[config.mk]
export PLATFORM = sky130hd
export DESIGN_NAME = fixed_capacity_string_key_map
export DESIGN_NICKNAME = d
export VERILOG_FILES = /design/src/rtl/fcskm_pkg.sv /design/src/rtl/fixed_capacity_string_key_map.sv /design/src/rtl/fcskm_ram.sv
export SDC_FILE = /design/constraint.sdc
export NUM_CORES = 2
export LEC_CHECK = 0
export ABC_AREA = 1
export ABC_CLOCK_PERIOD_IN_PS = 7150
export BUFFER_PORTS_ARGS = -buffer_cell sky130_fd_sc_hd__buf_2
export CAP_MARGIN = 20
export CORE_MARGIN = 8
export CORE_UTILIZATION = 55
export CTS_CLUSTER_SIZE = 25
export DETAILED_ROUTE_END_ITERATION = 7
export PLACE_DENSITY = 0.74
export SETUP_SLACK_MARGIN = 0.05
export SYNTH_ARGS = -nofsm -noshare
export SYNTH_HDL_FRONTEND = slang
export SYNTH_SLANG_ARGS = --single-unit
export TNS_END_PERCENT = 10
[constraint.sdc]
create_clock -name i_clk -period 7.15 [get_ports i_clk]
set_clock_uncertainty 0.05 [all_clocks]
set_input_delay 1.43 -clock i_clk [delete_from_list [all_inputs] [get_ports i_clk]]
set_output_delay 1.43 -clock i_clk [all_outputs]
set_load 0.005 [all_outputs]
[src/rtl/fcskm_pkg.sv]
package fcskm_pkg;

    // default sizes and reset values
    localparam int unsigned ENTRIES_DEF   = 16;
    localparam int unsigned KEY_BYTES_DEF = 8;
    localparam int unsigned CNT_W         = 5;
    localparam int unsigned OP_W          = 2;
    localparam logic [CNT_W-1:0] LIMIT_RESET = CNT_W'(16);

    typedef enum logic [OP_W-1:0] {
        OP_SET = 2'd0,
        OP_GET = 2'd1,
        OP_DEL = 2'd2,
        OP_BAD = 2'd3
    } t_op;

    typedef enum logic [1:0] {
        ST_IDLE,
        ST_SCAN,
        ST_EXEC,
        ST_FETCH
    } t_state;

    typedef enum logic {
        STS_OK  = 1'b0,
        STS_ERR = 1'b1
    } t_status;

    // bytes up to the first zero byte, zero beyond it; top bit flags the terminator
    function automatic logic [64:0] fcskm_canon(input logic [63:0] raw,
                                                input int unsigned nbytes);
        logic [63:0] key_out;
        logic        done;
        key_out = '0;
        done    = 1'b0;
        for (int i = 0; i < 8; i++) begin
            if (i < nbytes && !done) begin
                if (raw[8*i +: 8] == 8'h00) begin
                    done = 1'b1;
                end else begin
                    key_out[8*i +: 8] = raw[8*i +: 8];
                end
            end
        end
        return {done, key_out};
    endfunction

endpackage

[src/rtl/fixed_capacity_string_key_map.sv]
// channel     | dir | handshake                       | payload
// ------------+-----+---------------------------------+-----------------------------------
// s_axis      | in  | s_axis_tvalid / s_axis_tready   | tuser: operation; tdata: key, value
// m_axis      | out | m_axis_tvalid / m_axis_tready   | tuser: status; tdata: value, occupancy
// cfg         | in  | i_cfg_valid / o_cfg_ready       | slots_in_use_limit
//
// from acceptance to a loaded result one word passes through a key ram read per slot up to
// the limit (16 by default), a drain of the compare, the execute state and the value ram
// fetch; the key ram read port sets the pace, and a new word is taken only back in idle,
// after the fetch has loaded the result of the last, which it holds back under back-pressure
// reset is synchronous, active low; it frees every slot and zeroes the occupancy, with no
// clearing pass since the slot valid bits are flip-flops; a limit write waits for idle
module fixed_capacity_string_key_map #(
    parameter int unsigned ENTRIES   = fcskm_pkg::ENTRIES_DEF,
    parameter int unsigned KEY_BYTES = fcskm_pkg::KEY_BYTES_DEF
) (
    input  logic                          i_clk,
    input  logic                          i_rst_n,
    // input words
    input  logic                          s_axis_tvalid,
    output logic                          s_axis_tready,
    input  logic [127:0]                  s_axis_tdata,  // key [63:0], write_value [127:64]
    input  logic [fcskm_pkg::OP_W-1:0]    s_axis_tuser,  // operation [1:0]
    // result words
    output logic                          m_axis_tvalid,
    input  logic                          m_axis_tready,
    output logic [71:0]                   m_axis_tdata,  // read_value [63:0], occupancy [68:64]
    output logic                          m_axis_tuser,  // status [0]
    // limit register write
    input  logic                          i_cfg_valid,
    output logic                          o_cfg_ready,
    input  logic [fcskm_pkg::CNT_W-1:0]   i_cfg_data
);

    import fcskm_pkg::*;

    localparam int unsigned AW = (ENTRIES > 1) ? $clog2(ENTRIES) : 1;
    localparam int unsigned CW = $clog2(ENTRIES + 1);

    // control
    t_state            r_state, n_state;
    logic [CW-1:0]     r_idx;
    logic              r_cmp_vld;
    logic [AW-1:0]     r_cmp_idx;
    logic              r_hit;
    logic [AW-1:0]     r_hit_idx;
    logic              r_free;
    logic [AW-1:0]     r_free_idx;
    logic [ENTRIES-1:0] r_valid;
    logic [CNT_W-1:0]  r_count;
    logic [CNT_W-1:0]  r_limit;

    // captured word
    t_op               r_op;
    logic [63:0]       r_key;
    logic              r_term;
    logic [63:0]       r_wval;
    logic              r_status;
    logic              r_get_ok;

    // output register
    logic              r_m_valid;
    logic              r_m_status;
    logic [63:0]       r_m_rdval;
    logic [CNT_W-1:0]  r_m_occ;

    // strobes
    logic              in_fire;
    logic              cfg_fire;
    logic              out_load;
    logic              scan_issue;
    logic              cmp_match;
    logic [CW-1:0]     w_lim;
    logic [64:0]       w_canon;

    // ram ports
    logic              key_we;
    logic [AW-1:0]     key_waddr;
    logic [63:0]       key_rdata;
    logic              val_we;
    logic [AW-1:0]     val_waddr;
    logic [63:0]       val_wdata;
    logic              val_re;
    logic [AW-1:0]     val_raddr;
    logic [63:0]       val_rdata;

    // execute decisions
    logic              ex_set_upd;
    logic              ex_set_new;
    logic              ex_get;
    logic              ex_del;

    // limit saturates to the table size
    assign w_lim = (int'(r_limit) > int'(ENTRIES)) ? CW'(ENTRIES) : CW'(r_limit);

    assign w_canon    = fcskm_canon(s_axis_tdata[63:0], KEY_BYTES);
    assign in_fire    = s_axis_tvalid && s_axis_tready;
    assign cfg_fire   = i_cfg_valid && o_cfg_ready;
    // limit writes only between words, never while a search is running
    assign o_cfg_ready = i_rst_n && (r_state == ST_IDLE);

    // compare stage works on the key ram address issued in the previous cycle
    assign cmp_match = r_cmp_vld && r_valid[r_cmp_idx] && (key_rdata == r_key) && !r_hit;

    // decisions taken in the execute cycle
    always_comb begin
        ex_set_upd = 1'b0;
        ex_set_new = 1'b0;
        ex_get     = 1'b0;
        ex_del     = 1'b0;
        case (r_op)
            OP_SET: begin
                if (r_term && r_hit) begin
                    ex_set_upd = 1'b1;
                end else if (r_term && r_free && (int'(r_count) < int'(w_lim))) begin
                    ex_set_new = 1'b1;
                end
            end
            OP_GET: ex_get = r_hit;
            OP_DEL: ex_del = r_hit;
            default: ;
        endcase
    end

    // next state
    always_comb begin
        n_state = r_state;
        unique case (r_state)
            ST_IDLE:  if (in_fire) n_state = ST_SCAN;
            ST_SCAN:  if (r_idx >= w_lim) n_state = ST_EXEC;
            ST_EXEC:  n_state = ST_FETCH;
            ST_FETCH: if (!r_m_valid || m_axis_tready) n_state = ST_IDLE;
            default:  n_state = ST_IDLE;
        endcase
    end

    // state outputs
    always_comb begin
        s_axis_tready = 1'b0;
        scan_issue    = 1'b0;
        key_we        = 1'b0;
        key_waddr     = r_free_idx;
        val_we        = 1'b0;
        val_waddr     = r_hit_idx;
        val_wdata     = r_wval;
        val_re        = 1'b0;
        val_raddr     = r_hit_idx;
        out_load      = 1'b0;
        unique case (r_state)
            ST_IDLE: begin
                s_axis_tready = i_rst_n;
            end
            ST_SCAN: begin
                scan_issue = (r_idx < w_lim);
            end
            ST_EXEC: begin
                key_we = ex_set_new;
                val_we = ex_set_upd || ex_set_new || ex_del;
                if (ex_set_new) begin
                    val_waddr = r_free_idx;
                end
                if (ex_del) begin
                    val_wdata = '0;
                end
                val_re = ex_get;
            end
            ST_FETCH: begin
                out_load = !r_m_valid || m_axis_tready;
            end
            default: ;
        endcase
    end

    always_ff @(posedge i_clk) begin
        if (!i_rst_n) begin
            r_state   <= ST_IDLE;
            r_cmp_vld <= 1'b0;
            r_hit     <= 1'b0;
            r_free    <= 1'b0;
            r_valid   <= '0;
            r_count   <= '0;
            r_limit   <= LIMIT_RESET;
            r_m_valid <= 1'b0;
            r_idx     <= '0;
        end else begin
            r_state   <= n_state;
            r_cmp_vld <= scan_issue;

            if (in_fire) begin
                r_idx  <= '0;
                r_hit  <= 1'b0;
                r_free <= 1'b0;
            end
            if (scan_issue) begin
                r_idx <= CW'(r_idx + 1'b1);
                // lowest free slot, found from the valid bits as the scan goes
                if (!r_valid[r_idx[AW-1:0]] && !r_free) begin
                    r_free <= 1'b1;
                end
            end
            if (cmp_match) begin
                r_hit <= 1'b1;
            end

            if (r_state == ST_EXEC) begin
                if (ex_set_new) begin
                    r_valid[r_free_idx] <= 1'b1;
                    r_count <= CNT_W'(r_count + 1'b1);
                end
                if (ex_del) begin
                    r_valid[r_hit_idx] <= 1'b0;
                    if (r_count != '0) begin
                        r_count <= CNT_W'(r_count - 1'b1);
                    end
                end
            end

            // a limit write starts the map afresh
            if (cfg_fire) begin
                r_limit <= i_cfg_data;
                r_valid <= '0;
                r_count <= '0;
            end

            if (out_load) begin
                r_m_valid <= 1'b1;
            end else if (m_axis_tready) begin
                r_m_valid <= 1'b0;
            end
        end
    end

    // payload registers
    always_ff @(posedge i_clk) begin
        if (in_fire) begin
            r_op   <= t_op'(s_axis_tuser);
            r_key  <= w_canon[63:0];
            r_term <= w_canon[64];
            r_wval <= s_axis_tdata[127:64];
        end
        r_cmp_idx <= r_idx[AW-1:0];
        if (scan_issue && !r_valid[r_idx[AW-1:0]] && !r_free) begin
            r_free_idx <= r_idx[AW-1:0];
        end
        if (cmp_match) begin
            r_hit_idx <= r_cmp_idx;
        end
        if (r_state == ST_EXEC) begin
            r_status <= (ex_set_upd || ex_set_new || ex_get || ex_del) ? STS_OK : STS_ERR;
            r_get_ok <= ex_get;
        end
        if (out_load) begin
            r_m_status <= r_status;
            r_m_rdval  <= r_get_ok ? val_rdata : 64'd0;
            r_m_occ    <= r_count;
        end
    end

    fcskm_ram #(
        .WIDTH (64),
        .DEPTH (ENTRIES)
    ) u_key_ram (
        .i_clk   (i_clk),
        .i_we    (key_we),
        .i_waddr (key_waddr),
        .i_wdata (r_key),
        .i_re    (scan_issue),
        .i_raddr (r_idx[AW-1:0]),
        .o_rdata (key_rdata)
    );

    fcskm_ram #(
        .WIDTH (64),
        .DEPTH (ENTRIES)
    ) u_val_ram (
        .i_clk   (i_clk),
        .i_we    (val_we),
        .i_waddr (val_waddr),
        .i_wdata (val_wdata),
        .i_re    (val_re),
        .i_raddr (val_raddr),
        .o_rdata (val_rdata)
    );

    assign m_axis_tvalid = r_m_valid;
    assign m_axis_tuser  = r_m_status;
    assign m_axis_tdata  = {3'b000, r_m_occ, r_m_rdval};

    // occupancy never runs past the usable slots
    a_count_in_limit: assert property (@(posedge i_clk) disable iff (!i_rst_n)
        int'(r_count) <= int'(w_lim))
        else $error("occupancy above slot limit");

    // occupancy moves only in the execute cycle or on a limit write
    a_count_stable: assert property (@(posedge i_clk) disable iff (!i_rst_n)
        (r_state != ST_EXEC && !cfg_fire) |=> $stable(r_count))
        else $error("occupancy changed outside execute");

    // a matched slot always lies inside the searched range
    a_hit_in_range: assert property (@(posedge i_clk) disable iff (!i_rst_n)
        (r_state == ST_EXEC && r_hit) |-> (int'(r_hit_idx) < int'(w_lim)))
        else $error("match beyond slot limit");

    // a result appears only after the fetch cycle
    a_result_from_fetch: assert property (@(posedge i_clk) disable iff (!i_rst_n)
        $rose(m_axis_tvalid) |-> ($past(r_state) == ST_FETCH))
        else $error("result raised outside fetch");

endmodule

[src/rtl/fcskm_ram.sv]
module fcskm_ram #(
    parameter int unsigned WIDTH = 64,
    parameter int unsigned DEPTH = 16,
    localparam int unsigned AW   = (DEPTH > 1) ? $clog2(DEPTH) : 1
) (
    input  logic             i_clk,
    input  logic             i_we,
    input  logic [AW-1:0]    i_waddr,
    input  logic [WIDTH-1:0] i_wdata,
    input  logic             i_re,
    input  logic [AW-1:0]    i_raddr,
    output logic [WIDTH-1:0] o_rdata
);

    logic [WIDTH-1:0] r_mem [DEPTH];
    logic [WIDTH-1:0] r_rdata;

    always_ff @(posedge i_clk) begin
        if (i_we) begin
            r_mem[i_waddr] <= i_wdata;
        end
        if (i_re) begin
            r_rdata <= r_mem[i_raddr];
        end
    end

    assign o_rdata = r_rdata;

endmodule
Word-level counts from Yosys, hierarchy flattened
Memory sizes are Yosys's and may differ from the RTL's. A register that Yosys moved wholly into a read port is not among the register bits.
Index checks and enable logic that the tools add are counted.
Cells by class
  $add $sub $neg: 3
  mux-type cells: 65
  bitwise gates (word level): 4
  magnitude comparators: 10
  equality and inequality tests: 9
  reductions and logical operators: 46
Operators with widths (count)
  $mux W64: 2
  $eq A64 B64 Y1: 1
  $logic_not A8 Y1: 8
  $mux W16: 4
  $mux W1: 43
  $mux W5: 6
  $lt A4 B5 Y1 const B: 4
  $and A16 B16 Y16: 1
  $not A16 Y16: 1
  $or A16 B16 Y16: 1
  $reduce_or A2 Y1: 8
  $logic_and A1 B1 Y1: 14
  $add A5 B1 Y5 const B: 2
  $lt A5 B5 Y1: 2
  $bmux W1 S4: 2
  $demux W1 S4: 2
  $ge A4 B1 Y1 const B: 2
  $mux W4: 2
  $pmux W2 S4: 1
  $eq A2 B2 Y1 const B: 3
  $mux W2: 3
  $ne A2 B2 Y1 const B: 3
  $reduce_bool A2 Y1: 3
  $ge A5 B5 Y1: 1
  other kinds (9): 18
Word-level totals
  RAM bits: 2048
  bits of input ports: 140
  flip-flop bits (word level): 252
  memories kept: 2
Memories
  u_key_ram.r_mem: depth 16, width 64, rd ports 1, clocked after memory_dff 1, wr ports 1, RTL line fcskm_ram.sv:15  | logic [WIDTH-1:0] r_mem [DEPTH];
  u_val_ram.r_mem: depth 16, width 64, rd ports 1, clocked after memory_dff 1, wr ports 1, RTL line fcskm_ram.sv:15

Depth between registers and ports, before layout
  depth after elaboration: 12
  gate-level depth with buffers: 14
  mapped depth without buffers: 14

Hierarchy
A second synthesis with hierarchy kept.
Second synthesis, totals
  cells, all modules: 9851
  area total of the unflattened synthesis: 104141.1 µm²
By module, submodules not included
  fcskm_ram: cells each 4210, sequential area each 32671.3 µm², instances 2, area an instance 45926.5 µm²
  fixed_capacity_string_key_map: cells each 1431, sequential area each 7156.9 µm², instances 1, area an instance 12288.0 µm²

Worst setup path after synthesis
Ideal clock, no wire load.
  path kind: register to register
  start point: reg r_state[0]
  end point: reg u_val_ram.r_rdata[0], in the netlist u_val_ram.o_rdata[0], read port of u_val_ram.r_mem (enable)
  buffers on the path: 0
  clock period less this slack: 7669 ps
  data required time: 6456 ps
  arrival: 6975 ps
  stages on the path, launching flop included: 5
  setup slack: -519 ps
  cell sequence: dfxtp_1 -> inv_1 -> ha_1 -> inv_1 -> nor4_1
Between the ends
  longest elaborated chain between the ends: 2
Ends and longest elaborated chain
  start, declared: RTL line fixed_capacity_string_key_map.sv:41  | t_state r_state, n_state;
  start signal, assigned: RTL line fixed_capacity_string_key_map.sv:186  | r_state <= n_state;
  $eq A2 B2 Y1: RTL line fixed_capacity_string_key_map.sv:149  | unique case (r_state)
  $mux W1: RTL line fixed_capacity_string_key_map.sv:149
  net u_val_ram.i_re: RTL line fcskm_ram.sv:10  | input logic i_re,
  end, declared: RTL line fcskm_ram.sv:16  | logic [WIDTH-1:0] r_rdata;
The timed path passes the listed nets, and every way through them passes these cells.
A chain may end at the register's enable or synchronous reset.

Worst setup path after layout
  start point: reg r_limit[4]
  end point: mem u_key_ram.r_mem[2][31] (enable)
Between the ends
  longest elaborated chain between the ends: 10
Ends and longest elaborated chain
  start, declared: RTL line fixed_capacity_string_key_map.sv:51  | logic [CNT_W-1:0] r_limit;
  start signal, assigned: RTL line fixed_capacity_string_key_map.sv:220  | r_limit <= i_cfg_data;
  $gt A5 B5 Y1: RTL line fixed_capacity_string_key_map.sv:94  | assign w_lim = (int'(r_limit) > int'(ENTRIES)) ? CW'(ENTRIES) : CW'(r_limit);
  $mux W5 (*): RTL line fixed_capacity_string_key_map.sv:94
  $lt A5 B5 Y1 (*): RTL line fixed_capacity_string_key_map.sv:115  | end else if (r_term && r_free && (int'(r_count) < int'(w_lim))) begin
  $logic_and A1 B1 Y1 (*): RTL line fixed_capacity_string_key_map.sv:115
  $mux W1 (*): RTL line fixed_capacity_string_key_map.sv:115
  $mux W1 (*): RTL line fixed_capacity_string_key_map.sv:113  | if (r_term && r_hit) begin
  $mux W1 (*): RTL line fixed_capacity_string_key_map.sv:111  | case (r_op)
  $mux W1 (*): RTL line fixed_capacity_string_key_map.sv:149
  $mux W1 (*): RTL line fcskm_ram.sv:19  | if (i_we) begin
  $mux W1 (not written as such) (*): RTL line fcskm_ram.sv:20  | r_mem[i_waddr] <= i_wdata;
  end, declared: RTL line fcskm_ram.sv:15
Every way passes the cells marked *; elsewhere a longest branch is shown, timed or not.

==> qor.csv <==
stage,metric,value,unit
run_status,outcome,"finished, final reports clean",
place,place_inst,8719,
place,port_buffers,212,
power,p_leak,35.6,nW
floorplan,ios,216,
clocking,postCtsSetupRepairBufs,0,
place,gp_congestion,0.875,
floorplan,start_util,0.552,
finish,finalNonFillerCells,9143,
logic_synthesis,yosysMostFrequentCell,edfxtp_1,
logic_synthesis,synth_top_area_cell,edfxtp_1,
power,switchingPower,0.00750,W
logic_synthesis,syn_inst,6581,
floorplan,die_h,428,um
worst_setup_path,worstSetupStartpointType,flip-flop,
logic_synthesis,synth-seq-area-share,0.777,
clocking,clkSinkCount,2428,
clocking,htreeDepth,4,
worst_setup_path,worstPathArrival,4740,ps
logic_synthesis,synth_edf_count,2387,
min_path,worst_hold_path_type,flip-flop to flip-flop,
drt,drt-wirelength-per-cell,25.4,um
power,seq_power_share,0.540,
floorplan,rows,151,
floorplan,die_area,183000,um^2
clocking,postCtsHoldBufs,0,
logic_synthesis,mappedNetlistArea,93300,um^2
clocking,ctsResizeCount,0,
drt,drc,0,
finish,syn_to_final_growth,11.3,%
finish,nets,6888,
worst_setup_path,crit_path_end_kind,flip-flop,
logic_synthesis,ys.flop_type,edfxtp_1,
global_routing,antenna_found_initial,1,
global_routing,grt_overflow,0,
drt,ant_nets,0,
logic_synthesis,synth_cell_type_count,47,
drt,firstDrtPassIters,6,
logic_synthesis,async_flop_share,0,
logic_synthesis,yosysWarnings,0,
logic_synthesis,syn_area_per_cell,14.2,um^2
clocking,cts_buffers,225,
worst_setup_path,cp.required,7560,ps
power,switching_share,0.244,
power,p_per_area,296,nW/um^2
finish,multiInputGateArea,17800,um^2
sta,rsz0062_at_grt,false,
global_routing,grtUsageTotal,0.247,
sta,finalSetupViolCount,0,
finish,drive_gt1_frac,0.102,
drt,vias_per_cell,6.19,
power,pwr-share-clk,0.380,
drt,drt_iter0_markers,7247,
floorplan,coreArea,169000,um^2
power,irDropWorstVdd,324,uV
sta,slew_headroom,0.207,
clocking,clk_latency,870,ps
clocking,clkTransAtPathRegs,60,ps
finish,finalCoreUtilization,0.614,
logic_synthesis,ys_ff_latch,2428,
worst_setup_path,critPathMaxFanout,45,
clocking,clockRootBuffer,clkbuf_16,
sta,setup_tns,0,ps
global_routing,grt_pass1_wl,344000,um
global_routing,first_global_vias,56201,
drt,wirelength,232000,um
sta,hold_violations,0,
sta,post-route-min-period,4330,ps
sta,fmax,0.231,GHz
logic_synthesis,synth_top_area_share,0.769,
finish,seq_area,72500,um^2
worst_setup_path,path_class,flip-flop to flip-flop,
job,drv_cap,0,
floorplan,dieWidth,428,um
finish,n_fill_cell,12106,
logic_synthesis,synth_commonest_cells,"edfxtp_1, nand2_1, nor2_1",
sta,tightest_slew,1190,ps
global_routing,grt_max_degree,174,
power,p_comb_frac,0.080,
sta,min_period_over_period,0.606,
sta,finalMaxSlewViolations,0,
finish,diodes,0,
logic_synthesis,synth_area_leaders,"edfxtp_1, a22oi_1, nand2_1",
drt,num_vias,56600,
place,place_hpwl,125000,um
clocking,cts_tree,done,
clocking,clock_path_buffers,3,
power,p_int,0.0232,W
## registers in the layout (all words and copies together), names as in the netlist, 2 cells and up
| signal | flops |
|---|---|
| r_limit | 5 |
| r_op | 2 |
| r_m_occ | 5 |
| r_state | 2 |
| key_waddr | 4 |
| r_wval | 64 |
| r_cmp_idx | 4 |
| u_key_ram.r_mem | 1024 |
| r_hit_idx | 4 |
| r_m_rdval | 64 |
| r_count | 5 |
| r_valid | 16 |
| r_key | 64 |
| u_val_ram.r_mem | 1024 |
| u_val_ram.o_rdata | 64 |
| u_key_ram.o_rdata | 64 |
| r_idx | 5 |
## metal layers
layer / vias to the layer above / routed length (um) / global-route usage
met2: 3118 / 116000 / 0.424
met1: 28094 / 86000 / 0.314
li1: 24851 / - / -
met4: 0 / 10200 / 0.106
met5: - / 0 / 0
met3: 537 / 19300 / 0.0374
## critical path, cell delays in order (launching register included)
cell and delay, ps:
dfxtp_1 310, inv_1 150, nand2_1 110, ha_1 350, nand2_1 100, nand2_1 60
nand2_1 70, nand2_2 70, inv_1 100, nand3_4 130, nor2_4 320, nand3_1 380
nor2_4 810, buf_4 850
## cell families (layout without fill, tap and decap cells)
logic type                 count (synthesis)  in the layout  share of synthesized area
and+or+nand+nor                         1914           1914                     0.0828
xor gates and xnor gates                  14             14                    0.00131
AOI/OAI and AO/OA                       1440           1440                      0.102
DFF                                     2428           2428                      0.777
adders and majority gates                 17             17                    0.00228
other                                      1              3                  0.0000402
buffers and inverters                    767           1109                     0.0339
## worst paths after layout
path | from | endpoint | slack, ps | cells past startpoint
max | r_limit[4] | u_key_ram.r_mem[2][31] | 2820 | 13
min | r_status | m_axis_tuser | 370 | 0
max reg2reg | r_limit[4] | u_key_ram.r_mem[2][31] | 2820 | 13
min reg2reg | r_status | m_axis_tuser | 370 | 0
## area by class of cell
type,count,share of cell area
inverter,379,0.0143
clock buffer,283,0.0574
tap,2218,0.0267
timing repair buffer,309,0.0182
sequential,2428,0.699
clock inverter,138,0.0127
multi-input combinational,3388,0.172
## power by group through the flow
stage                     sequential (W)  clock, W  combinational, W
after floorplan                   0.0167         0           0.00166
after global placement            0.0169         0           0.00233
after detailed placement          0.0169         0           0.00243
after CTS                         0.0166    0.0118           0.00244
after global routing              0.0166    0.0123           0.00271
final                             0.0166    0.0117           0.00247
## placed cells by master (no fill, tap or decap), types with 17 or more instances in the layout
cell,Yosys,routed
edfxtp_1,2387,2387
nand2_1,974,974
nor2_1,683,656
o21ai_0,523,523
a22oi_1,512,512
inv_1,369,356
clkbuf_16,0,225
buf_2,168,212
o221ai_1,193,193
nand3_1,118,118
nand4_1,102,102
buf_4,9,90
o211ai_1,67,67
o22ai_1,63,63
clkinv_1,1,53
clkinv_2,1,49
clkbuf_1,197,47
a21oi_1,43,42
dfxtp_1,41,37
nor2_4,3,32
ha_1,17,17
## metrics by stage
step                hold WS, ps  area, um^2  total power, W  setup WS, ps
floorplan                   312       93300          0.0184          1730
global placement            374       96400          0.0192          2790
detailed placement          356       96400          0.0193          2870
CTS                         370      104000          0.0308          2830
global route                393      104000          0.0317          2520
finish                      373      104000          0.0307          2820
Power figures use the tool's default switching activity.
